File: config.mk
export PLATFORM = sky130hd
export DESIGN_NAME = occupancy_light_controller
export DESIGN_NICKNAME = d
export VERILOG_FILES = /design/src/olc_pkg.sv /design/src/occupancy_light_controller.sv
export VERILOG_INCLUDE_DIRS = /design/src /design/src/src
export SDC_FILE = /design/constraint.sdc
export NUM_CORES = 1
export LEC_CHECK = 0
export BUFFER_PORTS_ARGS = -buffer_cell sky130_fd_sc_hd__buf_2
export CAP_MARGIN = 40
export CORE_MARGIN = 4
export CORE_UTILIZATION = 35
export DETAILED_ROUTE_END_ITERATION = 10
export SLEW_MARGIN = 20
export SYNTH_ARGS = -nofsm -noshare
export SYNTH_HDL_FRONTEND = slang
export SYNTH_SLANG_ARGS = --single-unit
File: constraint.sdc
create_clock -name aclk -period 13.4 [get_ports aclk]
set_input_delay 0.67 -clock aclk [delete_from_list [all_inputs] [get_ports aclk]]
set_output_delay 0.67 -clock aclk [all_outputs]
set_load 0.03 [all_outputs]
File: src/assert_macros.svh
// ----------------------------------------------------------------------------
// assert_macros.svh
// Assertion macros shared by the RTL; empty when SYNTHESIS is defined.
// ----------------------------------------------------------------------------
`ifndef ASSERT_MACROS_SVH
`define ASSERT_MACROS_SVH

`ifndef SYNTHESIS
// Implication checked on every rising edge outside reset
`define OLC_ASSERT(label, clk, rstn, prop, msg) \
    label: assert property (@(posedge clk) disable iff (!rstn) prop) else $error(msg);
// Condition that must never hold outside reset
`define OLC_NEVER(label, clk, rstn, cond, msg) \
    label: assert property (@(posedge clk) disable iff (!rstn) !(cond)) else $error(msg);
`else
`define OLC_ASSERT(label, clk, rstn, prop, msg)
`define OLC_NEVER(label, clk, rstn, cond, msg)
`endif

`endif

File: src/olc_pkg.sv
// ----------------------------------------------------------------------------
// olc_pkg
// Types and constants of the occupancy light controller.
// ----------------------------------------------------------------------------
package olc_pkg;

    // Elapsed-tick counter width
    localparam int TimerBits = 24;
    // Width of the tick threshold registers
    localparam int TicksBits = 24;
    localparam int CmpBits   = (TimerBits > TicksBits) ? TimerBits : TicksBits;
    localparam int GroupBits = 16;

    localparam int CfgIndexBits = 3;
    localparam int CfgDataBits  = 24;
    localparam int STdataBits   = 8;
    localparam int MTdataBits   = 24;

    typedef logic [TimerBits-1:0] timer_t;
    typedef logic [TicksBits-1:0] ticks_t;
    typedef logic [CmpBits-1:0]   cmp_t;
    typedef logic [GroupBits-1:0] group_t;

    localparam ticks_t RetriggerReset = ticks_t'(500);
    localparam ticks_t OccHoldReset   = ticks_t'(3000);
    localparam ticks_t VacHoldReset   = ticks_t'(30000);
    localparam ticks_t LuxTimeoutReset = ticks_t'(60000);

    typedef enum logic [1:0] {
        ST_IDLE     = 2'd0,
        ST_OCCUPIED = 2'd1,
        ST_VACANT   = 2'd2
    } flow_state_t;

    typedef enum logic [1:0] {
        CMD_TICK  = 2'd0,
        CMD_FORCE = 2'd1,
        CMD_STOP  = 2'd2
    } cmd_t;

    typedef enum logic [1:0] {
        CODE_END      = 2'd0,
        CODE_VACANT   = 2'd1,
        CODE_OCCUPIED = 2'd2
    } action_code_t;

    typedef enum logic [CfgIndexBits-1:0] {
        REG_RETRIGGER   = 3'd0,
        REG_OCC_HOLD    = 3'd1,
        REG_VAC_HOLD    = 3'd2,
        REG_LUX_TIMEOUT = 3'd3,
        REG_LOCAL_DIM   = 3'd4,
        REG_GROUP_EN    = 3'd5,
        REG_GROUP_ADDR  = 3'd6
    } cfg_reg_t;

endpackage

File: src/occupancy_light_controller.sv
// ----------------------------------------------------------------------------
// occupancy_light_controller
// Motion-sensor lighting sequencer: idle, occupied-lit and vacant-lit.
//
// Each input item is one 10 ms tick with motion and lux flags, or a force
// occupied / stop command, carried as the cmd code on s_tuser. An item is
// registered on entry, then processed from the input register by one state
// update and the counter compares of its state, with any announcement loaded
// into the output register. One item is accepted every cycle while the
// output register does not stall on m_tready; m_tvalid rises, from the output
// register, only for items that announce. Only the output register stalling
// on m_tready holds the input side back. Configuration writes on the cfg
// channel are always taken and must be made while no item is in flight.
// ----------------------------------------------------------------------------
`include "assert_macros.svh"

module occupancy_light_controller (
    input  logic                             aclk,
    input  logic                             aresetn,
    // Input items
    input  logic                             s_tvalid,
    output logic                             s_tready,
    input  logic [olc_pkg::STdataBits-1:0]   s_tdata,   // [0] motion, [1] lux_ok
    input  logic [1:0]                       s_tuser,   // [1:0] cmd
    // Result items
    output logic                             m_tvalid,
    input  logic                             m_tready,
    output logic [olc_pkg::MTdataBits-1:0]   m_tdata,   // [0] local_dim, [1] send_group,
                                                        // [17:2] dest_group
    output logic [1:0]                       m_tuser,   // [1:0] action_code
    // Configuration writes
    input  logic                             cfg_valid,
    output logic                             cfg_ready,
    input  logic [olc_pkg::CfgIndexBits-1:0] cfg_index,
    input  logic [olc_pkg::CfgDataBits-1:0]  cfg_data
);

    // Configuration registers
    olc_pkg::ticks_t retrigger_reg;
    olc_pkg::ticks_t occ_hold_reg;
    olc_pkg::ticks_t vac_hold_reg;
    olc_pkg::ticks_t lux_timeout_reg;
    logic            local_dim_en_reg;
    logic            group_en_reg;
    olc_pkg::group_t group_addr_reg;

    // Input register
    logic            in_valid_reg;
    logic [1:0]      in_cmd_reg;
    logic            in_motion_reg;
    logic            in_lux_reg;

    // Flow state
    olc_pkg::flow_state_t flow_state_reg, flow_state_next;
    olc_pkg::timer_t      elapsed_reg, elapsed_next;

    // Output register
    logic                        out_valid_reg;
    olc_pkg::action_code_t       out_code_reg;
    logic                        out_local_dim_reg;
    logic                        out_send_group_reg;
    olc_pkg::group_t             out_dest_reg;

    logic                        advance;
    logic                        emit;
    olc_pkg::action_code_t       emit_code;
    olc_pkg::timer_t             elapsed_inc;
    olc_pkg::cmp_t               elapsed_cmp;

    assign cfg_ready = 1'b1;

    always_ff @(posedge aclk) begin
        if (!aresetn) begin
            retrigger_reg    <= olc_pkg::RetriggerReset;
            occ_hold_reg     <= olc_pkg::OccHoldReset;
            vac_hold_reg     <= olc_pkg::VacHoldReset;
            lux_timeout_reg  <= olc_pkg::LuxTimeoutReset;
            local_dim_en_reg <= 1'b1;
            group_en_reg     <= 1'b0;
            group_addr_reg   <= '0;
        end else if (cfg_valid && cfg_ready) begin
            unique case (cfg_index)
                olc_pkg::REG_RETRIGGER:   retrigger_reg    <= olc_pkg::ticks_t'(cfg_data);
                olc_pkg::REG_OCC_HOLD:    occ_hold_reg     <= olc_pkg::ticks_t'(cfg_data);
                olc_pkg::REG_VAC_HOLD:    vac_hold_reg     <= olc_pkg::ticks_t'(cfg_data);
                olc_pkg::REG_LUX_TIMEOUT: lux_timeout_reg  <= olc_pkg::ticks_t'(cfg_data);
                olc_pkg::REG_LOCAL_DIM:   local_dim_en_reg <= cfg_data[0];
                olc_pkg::REG_GROUP_EN:    group_en_reg     <= cfg_data[0];
                olc_pkg::REG_GROUP_ADDR:  group_addr_reg   <= cfg_data[olc_pkg::GroupBits-1:0];
                default: ;
            endcase
        end
    end

    // Process the held item when the output register is free or being drained
    assign advance  = in_valid_reg && (!out_valid_reg || m_tready);
    assign s_tready = !in_valid_reg || advance;

    always_ff @(posedge aclk) begin
        if (!aresetn) begin
            in_valid_reg <= 1'b0;
        end else if (s_tready) begin
            in_valid_reg <= s_tvalid;
        end
    end

    always_ff @(posedge aclk) begin
        if (s_tvalid && s_tready) begin
            in_cmd_reg    <= s_tuser;
            in_motion_reg <= s_tdata[0];
            in_lux_reg    <= s_tdata[1];
        end
    end

    // Saturating advance of the elapsed-tick counter
    assign elapsed_inc = (elapsed_reg == '1) ? elapsed_reg : elapsed_reg + 1'b1;
    assign elapsed_cmp = olc_pkg::cmp_t'(elapsed_inc);

    always_comb begin
        flow_state_next = flow_state_reg;
        elapsed_next    = elapsed_reg;
        emit            = 1'b0;
        emit_code       = olc_pkg::CODE_OCCUPIED;
        unique case (in_cmd_reg)
            olc_pkg::CMD_FORCE: begin
                flow_state_next = olc_pkg::ST_OCCUPIED;
                elapsed_next    = '0;
                emit            = 1'b1;
            end
            olc_pkg::CMD_STOP: begin
                flow_state_next = olc_pkg::ST_IDLE;
                elapsed_next    = '0;
            end
            olc_pkg::CMD_TICK: begin
                unique case (flow_state_reg)
                    olc_pkg::ST_IDLE: begin
                        elapsed_next = '0;
                        if (in_lux_reg && in_motion_reg) begin
                            flow_state_next = olc_pkg::ST_OCCUPIED;
                            emit            = 1'b1;
                        end
                    end
                    olc_pkg::ST_OCCUPIED: begin
                        elapsed_next = elapsed_inc;
                        if (in_motion_reg) begin
                            if (elapsed_cmp > olc_pkg::cmp_t'(retrigger_reg)) begin
                                elapsed_next = '0;
                                emit         = 1'b1;
                            end
                        end else if (elapsed_cmp > olc_pkg::cmp_t'(occ_hold_reg)) begin
                            flow_state_next = olc_pkg::ST_VACANT;
                            elapsed_next    = '0;
                            emit            = 1'b1;
                            emit_code       = olc_pkg::CODE_VACANT;
                        end
                    end
                    olc_pkg::ST_VACANT: begin
                        elapsed_next = elapsed_inc;
                        if (in_motion_reg) begin
                            flow_state_next = olc_pkg::ST_OCCUPIED;
                            elapsed_next    = '0;
                            emit            = 1'b1;
                        end else if ((elapsed_cmp > olc_pkg::cmp_t'(lux_timeout_reg)
                                      && !in_lux_reg)
                                     || elapsed_cmp > olc_pkg::cmp_t'(vac_hold_reg)) begin
                            flow_state_next = olc_pkg::ST_IDLE;
                            elapsed_next    = '0;
                            emit            = 1'b1;
                            emit_code       = olc_pkg::CODE_END;
                        end
                    end
                    default: begin
                        // Unreachable state: fall back to idle
                        flow_state_next = olc_pkg::ST_IDLE;
                        elapsed_next    = '0;
                    end
                endcase
            end
            default: ;
        endcase
    end

    always_ff @(posedge aclk) begin
        if (!aresetn) begin
            flow_state_reg <= olc_pkg::ST_IDLE;
            elapsed_reg    <= '0;
        end else if (advance) begin
            flow_state_reg <= flow_state_next;
            elapsed_reg    <= elapsed_next;
        end
    end

    always_ff @(posedge aclk) begin
        if (!aresetn) begin
            out_valid_reg <= 1'b0;
        end else if (advance) begin
            out_valid_reg <= emit;
        end else if (m_tready) begin
            out_valid_reg <= 1'b0;
        end
    end

    always_ff @(posedge aclk) begin
        if (advance && emit) begin
            out_code_reg       <= emit_code;
            out_local_dim_reg  <= local_dim_en_reg;
            out_send_group_reg <= group_en_reg;
            out_dest_reg       <= group_en_reg ? group_addr_reg : '0;
        end
    end

    assign m_tvalid = out_valid_reg;
    assign m_tuser  = out_code_reg;
    assign m_tdata  = olc_pkg::MTdataBits'({out_dest_reg, out_send_group_reg,
                                            out_local_dim_reg});

    `OLC_ASSERT(a_idle_clear, aclk, aresetn, (flow_state_reg == olc_pkg::ST_IDLE) |-> (elapsed_reg == '0), "elapsed count nonzero in idle")
    `OLC_ASSERT(a_end_to_idle, aclk, aresetn, (advance && emit && emit_code == olc_pkg::CODE_END) |=> (flow_state_reg == olc_pkg::ST_IDLE), "end announcement without return to idle")
    `OLC_ASSERT(a_emit_clears, aclk, aresetn, (advance && emit) |=> (elapsed_reg == '0), "announcement did not clear elapsed count")
    `OLC_NEVER(a_no_overrun, aclk, aresetn, advance && emit && out_valid_reg && !m_tready, "result overwrote a pending result")

endmodule
==> impl_metrics.ini <==
[clock_network]
h-tree-depth = 4
root_buffer = clkbuf_16
insertion_delay_ps = 440
post_cts_buffers = 0
cts_resized = 0
path_clk_slew_ps = 70
cts_buffer_depth = 2
cts_tree = built
cts_hold_buf = 0
cts_buffers = 17
clock_sinks = 166

[power_and_ir_drop]
power.total_uw = 1090
p_leak_uw = 0.00428
peakVddDrop_mv = 0.0785
p_per_area_nw_per_um2 = 105

[route]
drcViolationCount = 0
vias = 7380
first_pass_iters = 5
drtIter0Drc = 424
detail-route-antenna-nets = 0
wl_um = 23400
vias_per_cell = 5.06
wl_per_cell_um = 16.0

[logic_synthesis]
synth-edff-count = 24
yosys.area.top_type = dfxtp_1
async_reset_ff_frac = 0
synth_ff_type = dfxtp_1
syn_area_sq_um = 9190
synthTopCellsByArea = dfxtp_1 31%, ha_1 14%, nand2_1 10%
synth_seq_cells = 166
yosysUniqueCellTypes = 70
yosysTopAreaCellShare = 0.309
ys_warn_count = 0
postSynthAreaPerCell_sq_um = 8.59
syn_inst = 1069
ys_seq_area_frac = 0.388

[timing]
rsz0062_at_grt = false
fin_tns_setup_ps = 0
setup_viol = 0
period_share = 0.412
fmax_mhz = 181
skew_ps = 15.7
hold_violations = 0
worst_pin_slew_ps = 848
whs_ps = 405
slew_headroom = 0.429
drv_slew = 0
timing.final.crit_period_ps = 5520

[worst_setup_path]
crit_required_ps = 13770
start_kind = flip-flop
cp.arrival_ps = 5900
end_kind = flip-flop
path_max_fanout = 17
crit_type = reg -> reg

[global_route]
globalRouteOverflowTotal = 0
antenna_found_initial = 0
grt_util_all_layers = 0.165
grt_pass1_vias = 6909
grt_pass1_wl_um = 37800
grt_max_degree = 68

[floorplanning]
start_util = 0.355
die_area_sq_um = 28900
die_w_um = 170
die_y_um = 170
core_sq_um = 25900
rows = 59
design.portCount = 71

[cells_and_area]
antenna_cells = 0
final_util = 0.401
final_cell_mix = 248 x nand2_1, 142 x dfxtp_1, 101 x ha_1
finalNonFillerCells = 1459
area_growth_pct = 13.0
nets = 1254
layout_commonest_cell = nand2_1
drive_gt1_frac = 0.109

[placement]
placed_cells_incl_taps = 1426
port_buffers = 57
globalplace.congestion = 0.828
place_hpwl_um = 17300

[run]
maxCapViolations = 0

[run_status]
status = completed

[worst_hold_path]
hp-class = in -> reg
## metrics by stage
stage | setup slack (ps) | cell area (sq um)
after floorplan | 8180 | 9210
after global placement | 7930 | 9730
after detailed placement | 7860 | 9780
after CTS | 7800 | 10400
after global routing | 7530 | 10400
final | 7880 | 10400
## synth_stat cells (15+ instances only)
library cell	count
a22o_1	15
edfxtp_1	24
nand4_1	24
a21boi_0	86
and2_1	20
clkbuf_1	36
inv_1	100
nand2_1	248
dfxtp_1	142
ha_1	101
a21oi_1	39
nand3_1	19
nor2_1	21
o211ai_1	30
## area by class of cell
type,count,area (sq um)
fillers,2565,15500
inverters,100,375
repair buffers,68,403
multi-input cells,758,5040
well taps,335,419
clock inverters,15,156
flip-flops and latches,166,3560
clock buffers,17,425
## cells by family after synthesis
group,Yosys count,share of synthesized area
compound gates,241,0.192
xor+xnor,15,0.0143
fa+ha+maj,101,0.138
buf+inv,150,0.0670
flops,166,0.388
mux,4,0.00449
other cells,2,0.000818
simple gates,390,0.196
## where the power goes
part | leakage, uW | switching, uW | internal, uW
Sequential | 0.00135 | 5.62 | 516
Combinational | 0.00266 | 50.5 | 24.8
Clock | 0.000278 | 227 | 264
## routing by layer
layer  track usage  vias up  part of all wire
met2         0.269      117              0.47
met1         0.228     3472              0.48
li1              -     3767                 -
met4        0.0469        0             0.016
met5             0        -                 0
met3        0.0258       24             0.032
## worst paths after layout
check	start	endpoint	slack, ps	cells past startpoint
min	s_tuser[0]	in_cmd_reg[0]	400	1
max reg2reg	elapsed_reg[0]	elapsed_reg[2]	7880	15
max	elapsed_reg[0]	elapsed_reg[2]	7880	15
min reg2reg	local_dim_en_reg	out_local_dim_reg	460	0
## worst max-delay path: stages, from the launching register on
cell      delay (ps)
dfxtp_1          450
ha_1             210
and2_1           190
nand3_1          160
or4_1            680
nand2_1          200
nor3_1            80
xor2_1           530
ha_1             260
nand4_1          280
nor4_1           800
a31oi_1          250
o31ai_2          160
nand4b_2         400
a21oi_4          560
a22o_2           220
Note: power is estimated with default switching activity, not from simulation.
